===== config.mk =====
export PLATFORM = sky130hd
export DESIGN_NAME = two_wire_sensor_bus_master
export DESIGN_NICKNAME = d
export VERILOG_FILES = /design/src/hdl/tsbm_pkg.sv /design/src/hdl/two_wire_sensor_bus_master.sv /design/src/hdl/tsbm_seq.sv
export SDC_FILE = /design/constraint.sdc
export NUM_CORES = 1
export LEC_CHECK = 0
export BUFFER_PORTS_ARGS = -buffer_cell sky130_fd_sc_hd__buf_2
export CAP_MARGIN = 20
export CELL_PAD_IN_SITES_DETAIL_PLACEMENT = 1
export CELL_PAD_IN_SITES_GLOBAL_PLACEMENT = 1
export CORE_ASPECT_RATIO = 1.4
export CORE_UTILIZATION = 39
export CTS_CLUSTER_DIAMETER = 200
export CTS_CLUSTER_SIZE = 30
export DETAILED_ROUTE_END_ITERATION = 6
export PLACE_DENSITY_LB_ADDON = 0.1
export SYNTH_ARGS = -nofsm -noshare
export SYNTH_HDL_FRONTEND = slang
export SYNTH_SLANG_ARGS = --single-unit

===== constraint.sdc =====
create_clock -name clock -period 4.85 [get_ports clock]
set_clock_uncertainty 0.1 [all_clocks]
set_input_delay 0.97 -clock clock [delete_from_list [all_inputs] [get_ports clock]]
set_output_delay 0.97 -clock clock [all_outputs]
set_load 0.01 [all_outputs]

===== src/hdl/tsbm_pkg.sv =====
// Package for the two-wire sensor bus master: sequencer phase codes,
// operation codes, configuration defaults and the beat structs.
// No dependencies; used by tsbm_seq and two_wire_sensor_bus_master.
package tsbm_pkg;

   // Bus timing constants
   localparam int unsigned RESET_CLOCK_COUNT = 9;   // clocks before a soft reset, 9..15
   localparam int unsigned WIDE_PULSE_TICKS  = 3;   // ticks of a wide clock level, 1..3

   // Field widths
   localparam int unsigned PHASE_W = 5;
   localparam int unsigned OP_W    = 3;
   localparam int unsigned TMO_W   = 20;
   localparam int unsigned BYTE_W  = 8;
   localparam int unsigned VALUE_W = 16;
   localparam int unsigned ERR_W   = 2;
   localparam int unsigned BIT_W   = 4;
   localparam int unsigned HOLD_W  = 2;
   localparam int unsigned CSR_W   = 3;

   // Operation codes
   localparam logic [OP_W-1:0] OP_TEMP     = 3'd0;
   localparam logic [OP_W-1:0] OP_HUMID    = 3'd1;
   localparam logic [OP_W-1:0] OP_STAT_RD  = 3'd2;
   localparam logic [OP_W-1:0] OP_STAT_WR  = 3'd3;
   localparam logic [OP_W-1:0] OP_SOFT_RST = 3'd4;

   // Configuration register indexes
   localparam logic [CSR_W-1:0] CSR_TIMEOUT    = 3'd0;
   localparam logic [CSR_W-1:0] CSR_TEMP_CMD   = 3'd1;
   localparam logic [CSR_W-1:0] CSR_HUMID_CMD  = 3'd2;
   localparam logic [CSR_W-1:0] CSR_STAT_RD    = 3'd3;
   localparam logic [CSR_W-1:0] CSR_STAT_WR    = 3'd4;
   localparam logic [CSR_W-1:0] CSR_SOFT_RST   = 3'd5;

   // Configuration reset values
   localparam logic [TMO_W-1:0]  TIMEOUT_RESET    = 20'd100000;
   localparam logic [BYTE_W-1:0] TEMP_CMD_RESET   = 8'd3;
   localparam logic [BYTE_W-1:0] HUMID_CMD_RESET  = 8'd5;
   localparam logic [BYTE_W-1:0] STAT_RD_RESET    = 8'd7;
   localparam logic [BYTE_W-1:0] STAT_WR_RESET    = 8'd6;
   localparam logic [BYTE_W-1:0] SOFT_RST_RESET   = 8'd30;

   // Byte countdown markers held in the outgoing byte during reads, the status-write sent flag and the error limit
   localparam logic [BYTE_W-1:0] RD_TWO_BYTES   = 8'd3;
   localparam logic [BYTE_W-1:0] RD_ONE_BYTE    = 8'd2;
   localparam logic [BYTE_W-1:0] RD_DATA_MIN    = 8'd2;
   localparam logic [VALUE_W-1:0] STAT_WR_SENT  = 16'h0100;
   localparam logic [ERR_W-1:0]  ERR_MAX        = 2'd3;

   // Sequencer phases
   localparam logic [PHASE_W-1:0] PH_IDLE     = 5'd0;
   localparam logic [PHASE_W-1:0] PH_RS_HIGH  = 5'd1;
   localparam logic [PHASE_W-1:0] PH_RS_LOW   = 5'd2;
   localparam logic [PHASE_W-1:0] PH_ST0      = 5'd3;
   localparam logic [PHASE_W-1:0] PH_ST1      = 5'd4;
   localparam logic [PHASE_W-1:0] PH_ST2      = 5'd5;
   localparam logic [PHASE_W-1:0] PH_ST3      = 5'd6;
   localparam logic [PHASE_W-1:0] PH_ST4      = 5'd7;
   localparam logic [PHASE_W-1:0] PH_ST5      = 5'd8;
   localparam logic [PHASE_W-1:0] PH_WB_SETUP = 5'd9;
   localparam logic [PHASE_W-1:0] PH_WB_HIGH  = 5'd10;
   localparam logic [PHASE_W-1:0] PH_WB_LOW   = 5'd11;
   localparam logic [PHASE_W-1:0] PH_WA_SETUP = 5'd12;
   localparam logic [PHASE_W-1:0] PH_WA_HIGH  = 5'd13;
   localparam logic [PHASE_W-1:0] PH_WA_END   = 5'd14;
   localparam logic [PHASE_W-1:0] PH_WAIT     = 5'd15;
   localparam logic [PHASE_W-1:0] PH_RB_HIGH  = 5'd16;
   localparam logic [PHASE_W-1:0] PH_RB_LOW   = 5'd17;
   localparam logic [PHASE_W-1:0] PH_RA_SETUP = 5'd18;
   localparam logic [PHASE_W-1:0] PH_RA_HIGH  = 5'd19;
   localparam logic [PHASE_W-1:0] PH_RA_HOLD  = 5'd20;

   typedef struct packed {
      logic [TMO_W-1:0]  timeout_limit;
      logic [BYTE_W-1:0] temperature_command;
      logic [BYTE_W-1:0] humidity_command;
      logic [BYTE_W-1:0] status_read_command;
      logic [BYTE_W-1:0] status_write_command;
      logic [BYTE_W-1:0] soft_reset_command;
   } cfg_type;

   typedef struct packed {
      logic              start_request;
      logic [OP_W-1:0]   operation;
      logic [BYTE_W-1:0] status_write_value;
      logic              data_pin;
   } tick_type;

   typedef struct packed {
      logic               clock_level;
      logic               data_drive_enable;
      logic               data_drive_level;
      logic               busy;
      logic               done;
      logic [VALUE_W-1:0] result_value;
      logic [BYTE_W-1:0]  result_checksum;
      logic [ERR_W-1:0]   error_count;
   } result_type;

endpackage


===== src/hdl/two_wire_sensor_bus_master.sv =====
// Data path: a tick beat enters an input register, and the sequencer steps on it once the
// result register is free; the result beat is registered at that same step.
// Throughput: one tick per cycle while rsp_ready holds; the input register and the result register decouple
// the two sides, the limit being the single sequencer state update per tick.
// Reset: synchronous; sequencer idles with all fields zero, configuration takes defaults.
// Top level of the two-wire sensor bus master. Depends on tsbm_pkg and tsbm_seq.
module two_wire_sensor_bus_master (
   input  logic                          clock,
   input  logic                          reset,
   input  logic                          req_valid,
   output logic                          req_ready,
   input  logic                          req_start_request,
   input  logic [2:0]                    req_operation,
   input  logic [7:0]                    req_status_write_value,
   input  logic                          req_data_pin,
   output logic                          rsp_valid,
   input  logic                          rsp_ready,
   output logic                          rsp_clock_level,
   output logic                          rsp_data_drive_enable,
   output logic                          rsp_data_drive_level,
   output logic                          rsp_busy_res,
   output logic                          rsp_done_res,
   output logic [15:0]                   rsp_result_value,
   output logic [7:0]                    rsp_result_checksum,
   output logic [1:0]                    rsp_error_count,
   input  logic                          csr_valid,
   output logic                          csr_ready,
   input  logic [tsbm_pkg::CSR_W-1:0]    csr_index,
   input  logic [tsbm_pkg::TMO_W-1:0]    csr_wdata
);
   import tsbm_pkg::*;

   cfg_type    cfg_ff;
   tick_type   tick_ff;
   logic       in_valid_ff;
   result_type rsp_ff;
   logic       rsp_valid_ff;
   result_type seq_result;
   logic       out_free;
   logic       advance;

   assign out_free  = !rsp_valid_ff || rsp_ready;
   assign advance   = in_valid_ff && out_free;
   assign req_ready = !in_valid_ff || out_free;
   assign csr_ready = 1'b1;

   // Configuration registers
   always_ff @(posedge clock) begin
      if (reset) begin
         cfg_ff.timeout_limit        <= TIMEOUT_RESET;
         cfg_ff.temperature_command  <= TEMP_CMD_RESET;
         cfg_ff.humidity_command     <= HUMID_CMD_RESET;
         cfg_ff.status_read_command  <= STAT_RD_RESET;
         cfg_ff.status_write_command <= STAT_WR_RESET;
         cfg_ff.soft_reset_command   <= SOFT_RST_RESET;
      end else if (csr_valid) begin
         case (csr_index)
            CSR_TIMEOUT:   cfg_ff.timeout_limit        <= csr_wdata;
            CSR_TEMP_CMD:  cfg_ff.temperature_command  <= csr_wdata[BYTE_W-1:0];
            CSR_HUMID_CMD: cfg_ff.humidity_command     <= csr_wdata[BYTE_W-1:0];
            CSR_STAT_RD:   cfg_ff.status_read_command  <= csr_wdata[BYTE_W-1:0];
            CSR_STAT_WR:   cfg_ff.status_write_command <= csr_wdata[BYTE_W-1:0];
            CSR_SOFT_RST:  cfg_ff.soft_reset_command   <= csr_wdata[BYTE_W-1:0];
            default: ;
         endcase
      end
   end

   // Input register: take a tick beat whenever the slot frees up
   always_ff @(posedge clock) begin
      if (reset) begin
         in_valid_ff <= 1'b0;
      end else if (req_ready) begin
         in_valid_ff <= req_valid;
      end
   end

   always_ff @(posedge clock) begin
      if (req_valid && req_ready) begin
         tick_ff.start_request      <= req_start_request;
         tick_ff.operation          <= req_operation;
         tick_ff.status_write_value <= req_status_write_value;
         tick_ff.data_pin           <= req_data_pin;
      end
   end

   tsbm_seq u_seq (
      .clock   (clock),
      .reset   (reset),
      .step_en (advance),
      .tick    (tick_ff),
      .cfg     (cfg_ff),
      .result  (seq_result)
   );

   // Result register: load on a step, drop once taken
   always_ff @(posedge clock) begin
      if (reset) begin
         rsp_valid_ff <= 1'b0;
      end else if (out_free) begin
         rsp_valid_ff <= in_valid_ff;
      end
   end

   always_ff @(posedge clock) begin
      if (advance) begin
         rsp_ff <= seq_result;
      end
   end

   assign rsp_valid             = rsp_valid_ff;
   assign rsp_clock_level       = rsp_ff.clock_level;
   assign rsp_data_drive_enable = rsp_ff.data_drive_enable;
   assign rsp_data_drive_level  = rsp_ff.data_drive_level;
   assign rsp_busy_res          = rsp_ff.busy;
   assign rsp_done_res          = rsp_ff.done;
   assign rsp_result_value      = rsp_ff.result_value;
   assign rsp_result_checksum   = rsp_ff.result_checksum;
   assign rsp_error_count       = rsp_ff.error_count;

   // A waiting tick is never overwritten
   a_in_hold: assert property (@(posedge clock) disable iff (reset)
      (in_valid_ff && !out_free) |=> (in_valid_ff && $stable(tick_ff)))
      else $error("pending tick lost");

   // A result beat only appears from a tick in the input register
   a_rsp_src: assert property (@(posedge clock) disable iff (reset)
      $rose(rsp_valid_ff) |-> $past(in_valid_ff))
      else $error("result beat without a tick");

   // A finished transaction never reports busy
   a_done_idle: assert property (@(posedge clock) disable iff (reset)
      (advance && seq_result.done) |-> !seq_result.busy)
      else $error("done while busy");

endmodule


===== src/hdl/tsbm_seq.sv =====
// Bus sequencer: holds the transaction state and advances it by at most one phase per tick.
// Produces the bus levels and status for the tick it consumes.
// Depends on tsbm_pkg.
module tsbm_seq (
   input  logic                 clock,
   input  logic                 reset,
   input  logic                 step_en,
   input  tsbm_pkg::tick_type   tick,
   input  tsbm_pkg::cfg_type    cfg,
   output tsbm_pkg::result_type result
);
   import tsbm_pkg::*;

   logic [PHASE_W-1:0] phase_ff, phase_in;
   logic [OP_W-1:0]    cur_op_ff, cur_op_in;
   logic [BIT_W-1:0]   bit_pos_ff, bit_pos_in;
   logic [HOLD_W-1:0]  hold_ff, hold_in;
   logic [TMO_W-1:0]   wait_cnt_ff, wait_cnt_in;
   logic [BYTE_W-1:0]  shift_ff, shift_in;
   logic [BYTE_W-1:0]  out_byte_ff, out_byte_in;
   logic [VALUE_W-1:0] value_ff, value_in;
   logic [BYTE_W-1:0]  checksum_ff, checksum_in;
   logic [ERR_W-1:0]   errors_ff, errors_in;
   logic               done;

   logic [BIT_W-1:0]   bit_pos_inc;
   logic [HOLD_W:0]    hold_inc;
   logic               wide_over;
   logic [TMO_W-1:0]   wait_inc;
   logic [ERR_W-1:0]   errors_sat;
   logic [BYTE_W-1:0]  command;
   logic               clk_lvl, drv_en, drv_lvl;

   // Shared step helpers
   assign bit_pos_inc = bit_pos_ff + 1'b1;
   assign hold_inc    = {1'b0, hold_ff} + 1'b1;
   assign wide_over   = (hold_inc >= (HOLD_W+1)'(WIDE_PULSE_TICKS));
   assign wait_inc    = wait_cnt_ff + 1'b1;
   assign errors_sat  = (errors_ff < ERR_MAX) ? errors_ff + 1'b1 : errors_ff;

   // Pick the command byte for the running operation
   always_comb begin
      case (cur_op_ff)
         OP_TEMP:    command = cfg.temperature_command;
         OP_HUMID:   command = cfg.humidity_command;
         OP_STAT_RD: command = cfg.status_read_command;
         OP_STAT_WR: command = cfg.status_write_command;
         default:    command = cfg.soft_reset_command;
      endcase
   end

   // Advance one phase
   always_comb begin
      phase_in    = phase_ff;
      cur_op_in   = cur_op_ff;
      bit_pos_in  = bit_pos_ff;
      hold_in     = hold_ff;
      wait_cnt_in = wait_cnt_ff;
      shift_in    = shift_ff;
      out_byte_in = out_byte_ff;
      value_in    = value_ff;
      checksum_in = checksum_ff;
      errors_in   = errors_ff;
      done        = 1'b0;
      case (phase_ff)
         PH_IDLE: begin
            if (tick.start_request && tick.operation <= OP_SOFT_RST) begin
               cur_op_in   = tick.operation;
               errors_in   = '0;
               value_in    = (tick.operation == OP_STAT_WR) ?
                             {{(VALUE_W-BYTE_W){1'b0}}, tick.status_write_value} : '0;
               checksum_in = '0;
               bit_pos_in  = '0;
               hold_in     = '0;
               wait_cnt_in = '0;
               shift_in    = '0;
               out_byte_in = '0;
               phase_in    = (tick.operation == OP_SOFT_RST) ? PH_RS_HIGH : PH_ST0;
            end
         end
         PH_RS_HIGH: phase_in = PH_RS_LOW;
         PH_RS_LOW: begin
            if (bit_pos_inc >= BIT_W'(RESET_CLOCK_COUNT) || bit_pos_inc == '0) begin
               bit_pos_in = '0;
               phase_in   = PH_ST0;
            end else begin
               bit_pos_in = bit_pos_inc;
               phase_in   = PH_RS_HIGH;
            end
         end
         PH_ST0: phase_in = PH_ST1;
         PH_ST1: phase_in = PH_ST2;
         PH_ST2: begin
            phase_in = PH_ST3;
            hold_in  = '0;
         end
         PH_ST3: begin
            hold_in = wide_over ? '0 : hold_inc[HOLD_W-1:0];
            if (wide_over) phase_in = PH_ST4;
         end
         PH_ST4: phase_in = PH_ST5;
         PH_ST5: begin
            out_byte_in = command;
            bit_pos_in  = '0;
            phase_in    = PH_WB_SETUP;
         end
         PH_WB_SETUP: begin
            phase_in = PH_WB_HIGH;
            hold_in  = '0;
         end
         PH_WB_HIGH: begin
            hold_in = wide_over ? '0 : hold_inc[HOLD_W-1:0];
            if (wide_over) phase_in = PH_WB_LOW;
         end
         PH_WB_LOW: begin
            if (bit_pos_inc >= BIT_W'(BYTE_W)) begin
               bit_pos_in = '0;
               phase_in   = PH_WA_SETUP;
            end else begin
               bit_pos_in = bit_pos_inc;
               phase_in   = PH_WB_SETUP;
            end
         end
         PH_WA_SETUP: phase_in = PH_WA_HIGH;
         PH_WA_HIGH: begin
            if (tick.data_pin) errors_in = errors_sat;
            phase_in = PH_WA_END;
         end
         PH_WA_END: begin
            if (cur_op_ff <= OP_HUMID) begin
               wait_cnt_in = '0;
               phase_in    = PH_WAIT;
            end else if (cur_op_ff == OP_STAT_RD) begin
               out_byte_in = RD_ONE_BYTE;
               bit_pos_in  = '0;
               shift_in    = '0;
               phase_in    = PH_RB_HIGH;
            end else if (cur_op_ff == OP_STAT_WR && (value_ff & STAT_WR_SENT) == '0) begin
               // Send the status byte after the command
               out_byte_in = value_ff[BYTE_W-1:0];
               value_in    = value_ff | STAT_WR_SENT;
               bit_pos_in  = '0;
               phase_in    = PH_WB_SETUP;
            end else begin
               value_in = {{(VALUE_W-BYTE_W){1'b0}}, value_ff[BYTE_W-1:0]};
               phase_in = PH_IDLE;
               done     = 1'b1;
            end
         end
         PH_WAIT: begin
            // Wait for the sensor to pull data low, or time out and read anyway
            if (!tick.data_pin) begin
               out_byte_in = RD_TWO_BYTES;
               bit_pos_in  = '0;
               shift_in    = '0;
               phase_in    = PH_RB_HIGH;
            end else begin
               wait_cnt_in = wait_inc;
               if (wait_inc >= cfg.timeout_limit || wait_inc == '0) begin
                  errors_in   = errors_sat;
                  out_byte_in = RD_TWO_BYTES;
                  bit_pos_in  = '0;
                  shift_in    = '0;
                  phase_in    = PH_RB_HIGH;
               end
            end
         end
         PH_RB_HIGH: begin
            shift_in = {shift_ff[BYTE_W-2:0], tick.data_pin};
            phase_in = PH_RB_LOW;
         end
         PH_RB_LOW: begin
            if (bit_pos_inc >= BIT_W'(BYTE_W)) begin
               bit_pos_in = '0;
               if (out_byte_ff >= RD_DATA_MIN) begin
                  value_in = {value_ff[BYTE_W-1:0], shift_ff};
               end else begin
                  checksum_in = shift_ff;
               end
               phase_in = PH_RA_SETUP;
            end else begin
               bit_pos_in = bit_pos_inc;
               phase_in   = PH_RB_HIGH;
            end
         end
         PH_RA_SETUP: begin
            phase_in = PH_RA_HIGH;
            hold_in  = '0;
         end
         PH_RA_HIGH: begin
            hold_in = wide_over ? '0 : hold_inc[HOLD_W-1:0];
            if (wide_over) phase_in = PH_RA_HOLD;
         end
         PH_RA_HOLD: begin
            if (out_byte_ff >= RD_DATA_MIN) begin
               out_byte_in = out_byte_ff - 1'b1;
               bit_pos_in  = '0;
               shift_in    = '0;
               phase_in    = PH_RB_HIGH;
            end else begin
               phase_in = PH_IDLE;
               done     = 1'b1;
            end
         end
         default: phase_in = PH_IDLE;
      endcase
   end

   // Drive the bus levels for the phase just entered
   always_comb begin
      clk_lvl = 1'b0;
      drv_en  = 1'b0;
      drv_lvl = 1'b0;
      case (phase_in)
         PH_RS_HIGH, PH_ST1, PH_ST5: begin
            clk_lvl = 1'b1;
            drv_en  = 1'b1;
            drv_lvl = 1'b1;
         end
         PH_RS_LOW, PH_ST0, PH_WA_SETUP: begin
            drv_en  = 1'b1;
            drv_lvl = 1'b1;
         end
         PH_ST2, PH_ST4: begin
            clk_lvl = 1'b1;
            drv_en  = 1'b1;
         end
         PH_ST3: drv_en = 1'b1;
         PH_WB_SETUP, PH_WB_HIGH, PH_WB_LOW: begin
            clk_lvl = (phase_in == PH_WB_HIGH);
            drv_en  = 1'b1;
            drv_lvl = out_byte_in[~bit_pos_in[2:0]];
         end
         PH_WA_HIGH, PH_RB_HIGH: clk_lvl = 1'b1;
         PH_RA_SETUP, PH_RA_HIGH, PH_RA_HOLD: begin
            clk_lvl = (phase_in == PH_RA_HIGH);
            drv_en  = 1'b1;
            drv_lvl = (out_byte_in < RD_DATA_MIN);
         end
         default: ;
      endcase
   end

   assign result.clock_level       = clk_lvl;
   assign result.data_drive_enable = drv_en;
   assign result.data_drive_level  = drv_lvl;
   assign result.busy              = (phase_in != PH_IDLE);
   assign result.done              = done;
   assign result.result_value      = value_in;
   assign result.result_checksum   = checksum_in;
   assign result.error_count       = errors_in;

   // Hold state between ticks
   always_ff @(posedge clock) begin
      if (reset) begin
         phase_ff    <= PH_IDLE;
         cur_op_ff   <= '0;
         bit_pos_ff  <= '0;
         hold_ff     <= '0;
         wait_cnt_ff <= '0;
         shift_ff    <= '0;
         out_byte_ff <= '0;
         value_ff    <= '0;
         checksum_ff <= '0;
         errors_ff   <= '0;
      end else if (step_en) begin
         phase_ff    <= phase_in;
         cur_op_ff   <= cur_op_in;
         bit_pos_ff  <= bit_pos_in;
         hold_ff     <= hold_in;
         wait_cnt_ff <= wait_cnt_in;
         shift_ff    <= shift_in;
         out_byte_ff <= out_byte_in;
         value_ff    <= value_in;
         checksum_ff <= checksum_in;
         errors_ff   <= errors_in;
      end
   end

   // Wide-pulse counter never reaches the pulse length
   a_hold_range: assert property (@(posedge clock) disable iff (reset)
      hold_ff < HOLD_W'(WIDE_PULSE_TICKS))
      else $error("wide pulse counter out of range");

   // Bit counter stays below the reset clock count
   a_bit_range: assert property (@(posedge clock) disable iff (reset)
      bit_pos_ff < BIT_W'(RESET_CLOCK_COUNT))
      else $error("bit position out of range");

   // Errors only grow during a transaction
   a_err_grow: assert property (@(posedge clock) disable iff (reset)
      (step_en && phase_ff != PH_IDLE) |=> errors_ff >= $past(errors_ff))
      else $error("error count dropped mid-transaction");

endmodule

==> results by group <==
Timing
  • Final Hold Vio Count: 0
  • Total Neg Setup Slack: 0 ns
  • Fmax: 217.8 MHz
  • Max Slew Vio Count: 0
  • Slew headroom: 0.2252
  • Final Critical Period: 4.591 ns
  • Final period util: 0.9466
  • RSZ-0062 raised after global routing: no
  • Slew @ Worst Pin: 1.153 ns
  • Final Setup Violations: 0

Power
  • VDD IR max: 0.2709 mV
  • PwrDens: 306.6 nW/um^2
  • Pleak: 0.004120 uW

Global route
  • Remaining Overflow, GRT: 0
  • Global-route wire length before repair: 47.91 mm
  • Number of global-route vias before repair: 8,851
  • Pin count of the biggest net entering global routing: 74
  • Antenna violations before repair: 0
  • All-Layer GR Usage: 0.2428

Route
  • DRC: 0
  • Routed Antenna Nets: 0
  • Pre-antenna DRT Iters: 4
  • DRT Wirelength: 30.09 mm
  • Post-DR vias/cell: 5.627
  • Initial drt markers: 463
  • Average wire per standard cell: 19.32 um
  • Vias: 8,762

Worst setup path
  • Crit-path slowest cell: or4_4
  • Delay-heaviest family, CP: simple AND/OR/NAND/NOR gates
  • Crit path kind: reg2reg
  • Worst r2r src: u_seq.wait_cnt_ff[5]$_SDFFE_PP0P_
  • CP Data Arrival Time: 4.76 ns
  • FF-to-FF path depth: 15
  • Crit-path cells: nand3_4 -> or4_4 -> o21a_1 -> or2_2 -> ha_1 -> nand2_1 -> o21ai_0 -> a221oi_1 -> o31ai_1 -> or2_2 -> o31ai_4 -> a21oi_2 -> mux2_2 -> and3_1 -> o41ai_2
  • Crit path from: u_seq.wait_cnt_ff[5]$_SDFFE_PP0P_
  • R2r endpoint: rsp_data_drive_level$_DFFE_PP_
  • Crit path capture type: flip-flop
  • Worst-path fanout max: 7
  • CP startpoint kind: flip-flop
  • Worst setup path endpoint: rsp_data_drive_level$_DFFE_PP_
  • Crit-path max cell delay: 0.58 ns
  • Worst path required time: 5.02 ns
  • Crit path buf inv count: 0
  • Most common cell on crit path: or2_2
  • Reg2Reg Setup Slack: 0.26 ns
  • CP Depth: 15

CTS
  • Clock Sink Count: 182
  • CTS tree: built
  • Root Driver: clkbuf_16
  • Reg clk slew, reported paths: 0.07 ns
  • CTS Buffer Depth: 2
  • H-Tree Level Count: 4
  • Clk_lat worst skew: 0.45 ns
  • Hold Buf Count CTS: 0
  • Num CTS Buffers: 17

Min path
  • WHS Path Cells: 2
  • Hold wc startpoint: cfg_ff[5]$_SDFFE_PP0P_
  • Hold crit path type: reg2reg

Placement
  • Dpl hpwl: 21.87 mm
  • RePlAce Congestion: 0.8521
  • Dpl cells: 1,524
  • Post-DP Area: 10,450 um^2
  • Port bufs: 73

Synthesis
  • Syn_nets: 1,250
  • Cell count after synthesis: 1,183
  • Top_reg_cell synth: dfxtp_1
  • Post-synth top area cell: dfxtp_1
  • Synth Cell Area: 9762 um^2
  • Number of synthesized flops with an enable pin: 44
  • Cell with the most instances after synthesis: nand2_1
  • Most frequent cells after synthesis: nand2_1, dfxtp_1, a21oi_1
  • Fraction of registers with async set/reset: 0
  • Register area share after synthesis: 0.4184
  • Synth Register Bits: 182
  • Synth warn: 0
  • Largest cells by area after synthesis: dfxtp_1, edfxtp_1, nand2_1
  • Count of unique library cells instantiated by Yosys: 78
  • Post-synth top area share: 0.2830
  • Synth Area per Inst: 8.252 um^2

Cells and area
  • Nets@finish: 1,296
  • Fill cell count: 2,984
  • Synthesis-to-finish area growth: 13.09%
  • Final Instance Area: 11,040 um^2
  • Final std cells w/o fill: 1,557
  • N_diodes: 0
  • Layout cells sized above 1: 0.1401

Run status
  • Status: finished clean

Die
  • Die Wd: 135.7 um
  • Die height: 189.2 um
  • Top-Level Pins: 75
  • Core footprint: 24,590 um^2
  • Die area: 25,680 um^2
  • Rows: 68
  • Initial Util: 0.3970

Job
  • Max-cap violation count: 0
layout make-up:
type	count	area (um^2)	area share
Tap cell	315	394.1	0.03570
Clock buffer	18	429.2	0.03888
Timing Repair Buffer	106	628.1	0.05690
Multi-Input combinational cell	888	5254	0.4759
Inverter	34	127.6	0.01156
Clock inverter	14	118.9	0.01077
Sequential cell	182	4088	0.3703
kinds of logic after synthesis:
logic type / count (synthesis) / synth area share
and+or+nand+nor: 539 / 0.2595
AOI/OAI and AO/OA: 269 / 0.1785
DFF: 182 / 0.4184
buffers and inverters: 113 / 0.04806
muxes: 29 / 0.04025
adders and majority gates: 26 / 0.03332
xor gates and xnor gates: 24 / 0.02153
other: 1 / 0.0003841
stage by stage:
stage | utilization | total power, uW | hold WS [ns] | setup slack, ns
6_report | 0.4490 | 3385 | 0.3563 | 0.2592
5_1_grt | 0.4490 | 3509 | 0.3716 | 0.06684
4_1_cts | 0.4471 | 3410 | 0.3558 | 0.03831
3_5_place_dp | 0.4248 | 2069 | 0.3466 | 0.06502
3_3_place_gp | 0.4248 | 2065 | 0.3403 | 0.1988
2_1_floorplan | - | 1927 | 0.3331 | 0.3779
report_power, final:
part	internal [uW]	switching [uW]
registers	1600	35.1
clock network	671	675
logic	145	261
per-layer routing:
layer | GRT usage | up-vias | part of all wire
li1 | - | 4281 | -
met1 | 0.2783 | 4297 | 0.42
met2 | 0.4413 | 127 | 0.52
met3 | 0.03133 | 57 | 0.020
met4 | 0.1089 | 0 | 0.034
met5 | 0 | - | 0
state kept, by name, summed over array words and instances, names as in the netlist:
register and flops:
u_seq.wait_cnt_ff 20, in_valid_ff 1, rsp_clock_level 1, u_seq.checksum_ff 8, u_seq.phase_ff 5, u_seq.shift_ff 8
rsp_data_drive_level 1, rsp_done_res 1, rsp_result_value 16, tick_ff 13, u_seq.out_byte_ff 8, rsp_result_checksum 8
u_seq.cur_op_ff 3, rsp_valid 1, cfg_ff 60, u_seq.value_ff 16, rsp_error_count 2, u_seq.bit_pos_ff 4
u_seq.hold_ff 2, rsp_busy_res 1, u_seq.errors_ff 2, rsp_data_drive_enable 1
how the worst min path moves through the flow:
stage                                                    to
after floorplan                     cfg_ff[19]$_SDFFE_PP0P_
after global placement              cfg_ff[11]$_SDFFE_PP0P_
after detailed placement             cfg_ff[5]$_SDFFE_PP0P_
after CTS                            cfg_ff[5]$_SDFFE_PP0P_
after global routing      u_seq.checksum_ff[2]$_SDFFE_PP0P_
final                                cfg_ff[5]$_SDFFE_PP0P_
cell usage in the layout (no fill, tap or decap), types with 9 or more instances in the layout:
cell | netlist | routed
a221o_1 | 11 | 11
a211o_1 | 10 | 10
a211oi_1 | 20 | 20
inv_1 | 34 | 33
xor2_1 | 12 | 12
mux2i_1 | 19 | 19
ha_1 | 26 | 26
xnor2_1 | 12 | 12
edfxtp_1 | 44 | 44
nand4_1 | 18 | 18
nand3_1 | 35 | 35
nor2_1 | 111 | 111
a21oi_1 | 120 | 120
a22o_1 | 9 | 9
nand3b_1 | 21 | 21
buf_2 | 3 | 72
o21ai_0 | 33 | 33
dfxtp_1 | 138 | 135
nor3_1 | 31 | 29
buf_4 | 11 | 33
nand2_1 | 238 | 238
and3_1 | 10 | 10
nor3b_1 | 10 | 10
clkbuf_16 | 0 | 17
worst register-to-register path, stage by stage (launching register included):
cell,delay [ns]
dfxtp_2,0.42
nand3_4,0.15
or4_4,0.58
o21a_1,0.23
or2_2,0.33
ha_1,0.28
nand2_1,0.10
o21ai_0,0.08
a221oi_1,0.34
o31ai_1,0.20
or2_2,0.36
o31ai_4,0.34
a21oi_2,0.17
mux2_2,0.29
and3_1,0.19
o41ai_2,0.26
timing repair:
action | in CTS | in global routing
buffers inserted | 0 | 1
resized for setup | 0 | 8
setup endpoints to repair | 0 | 2
Power figures use the tool's default switching activity.
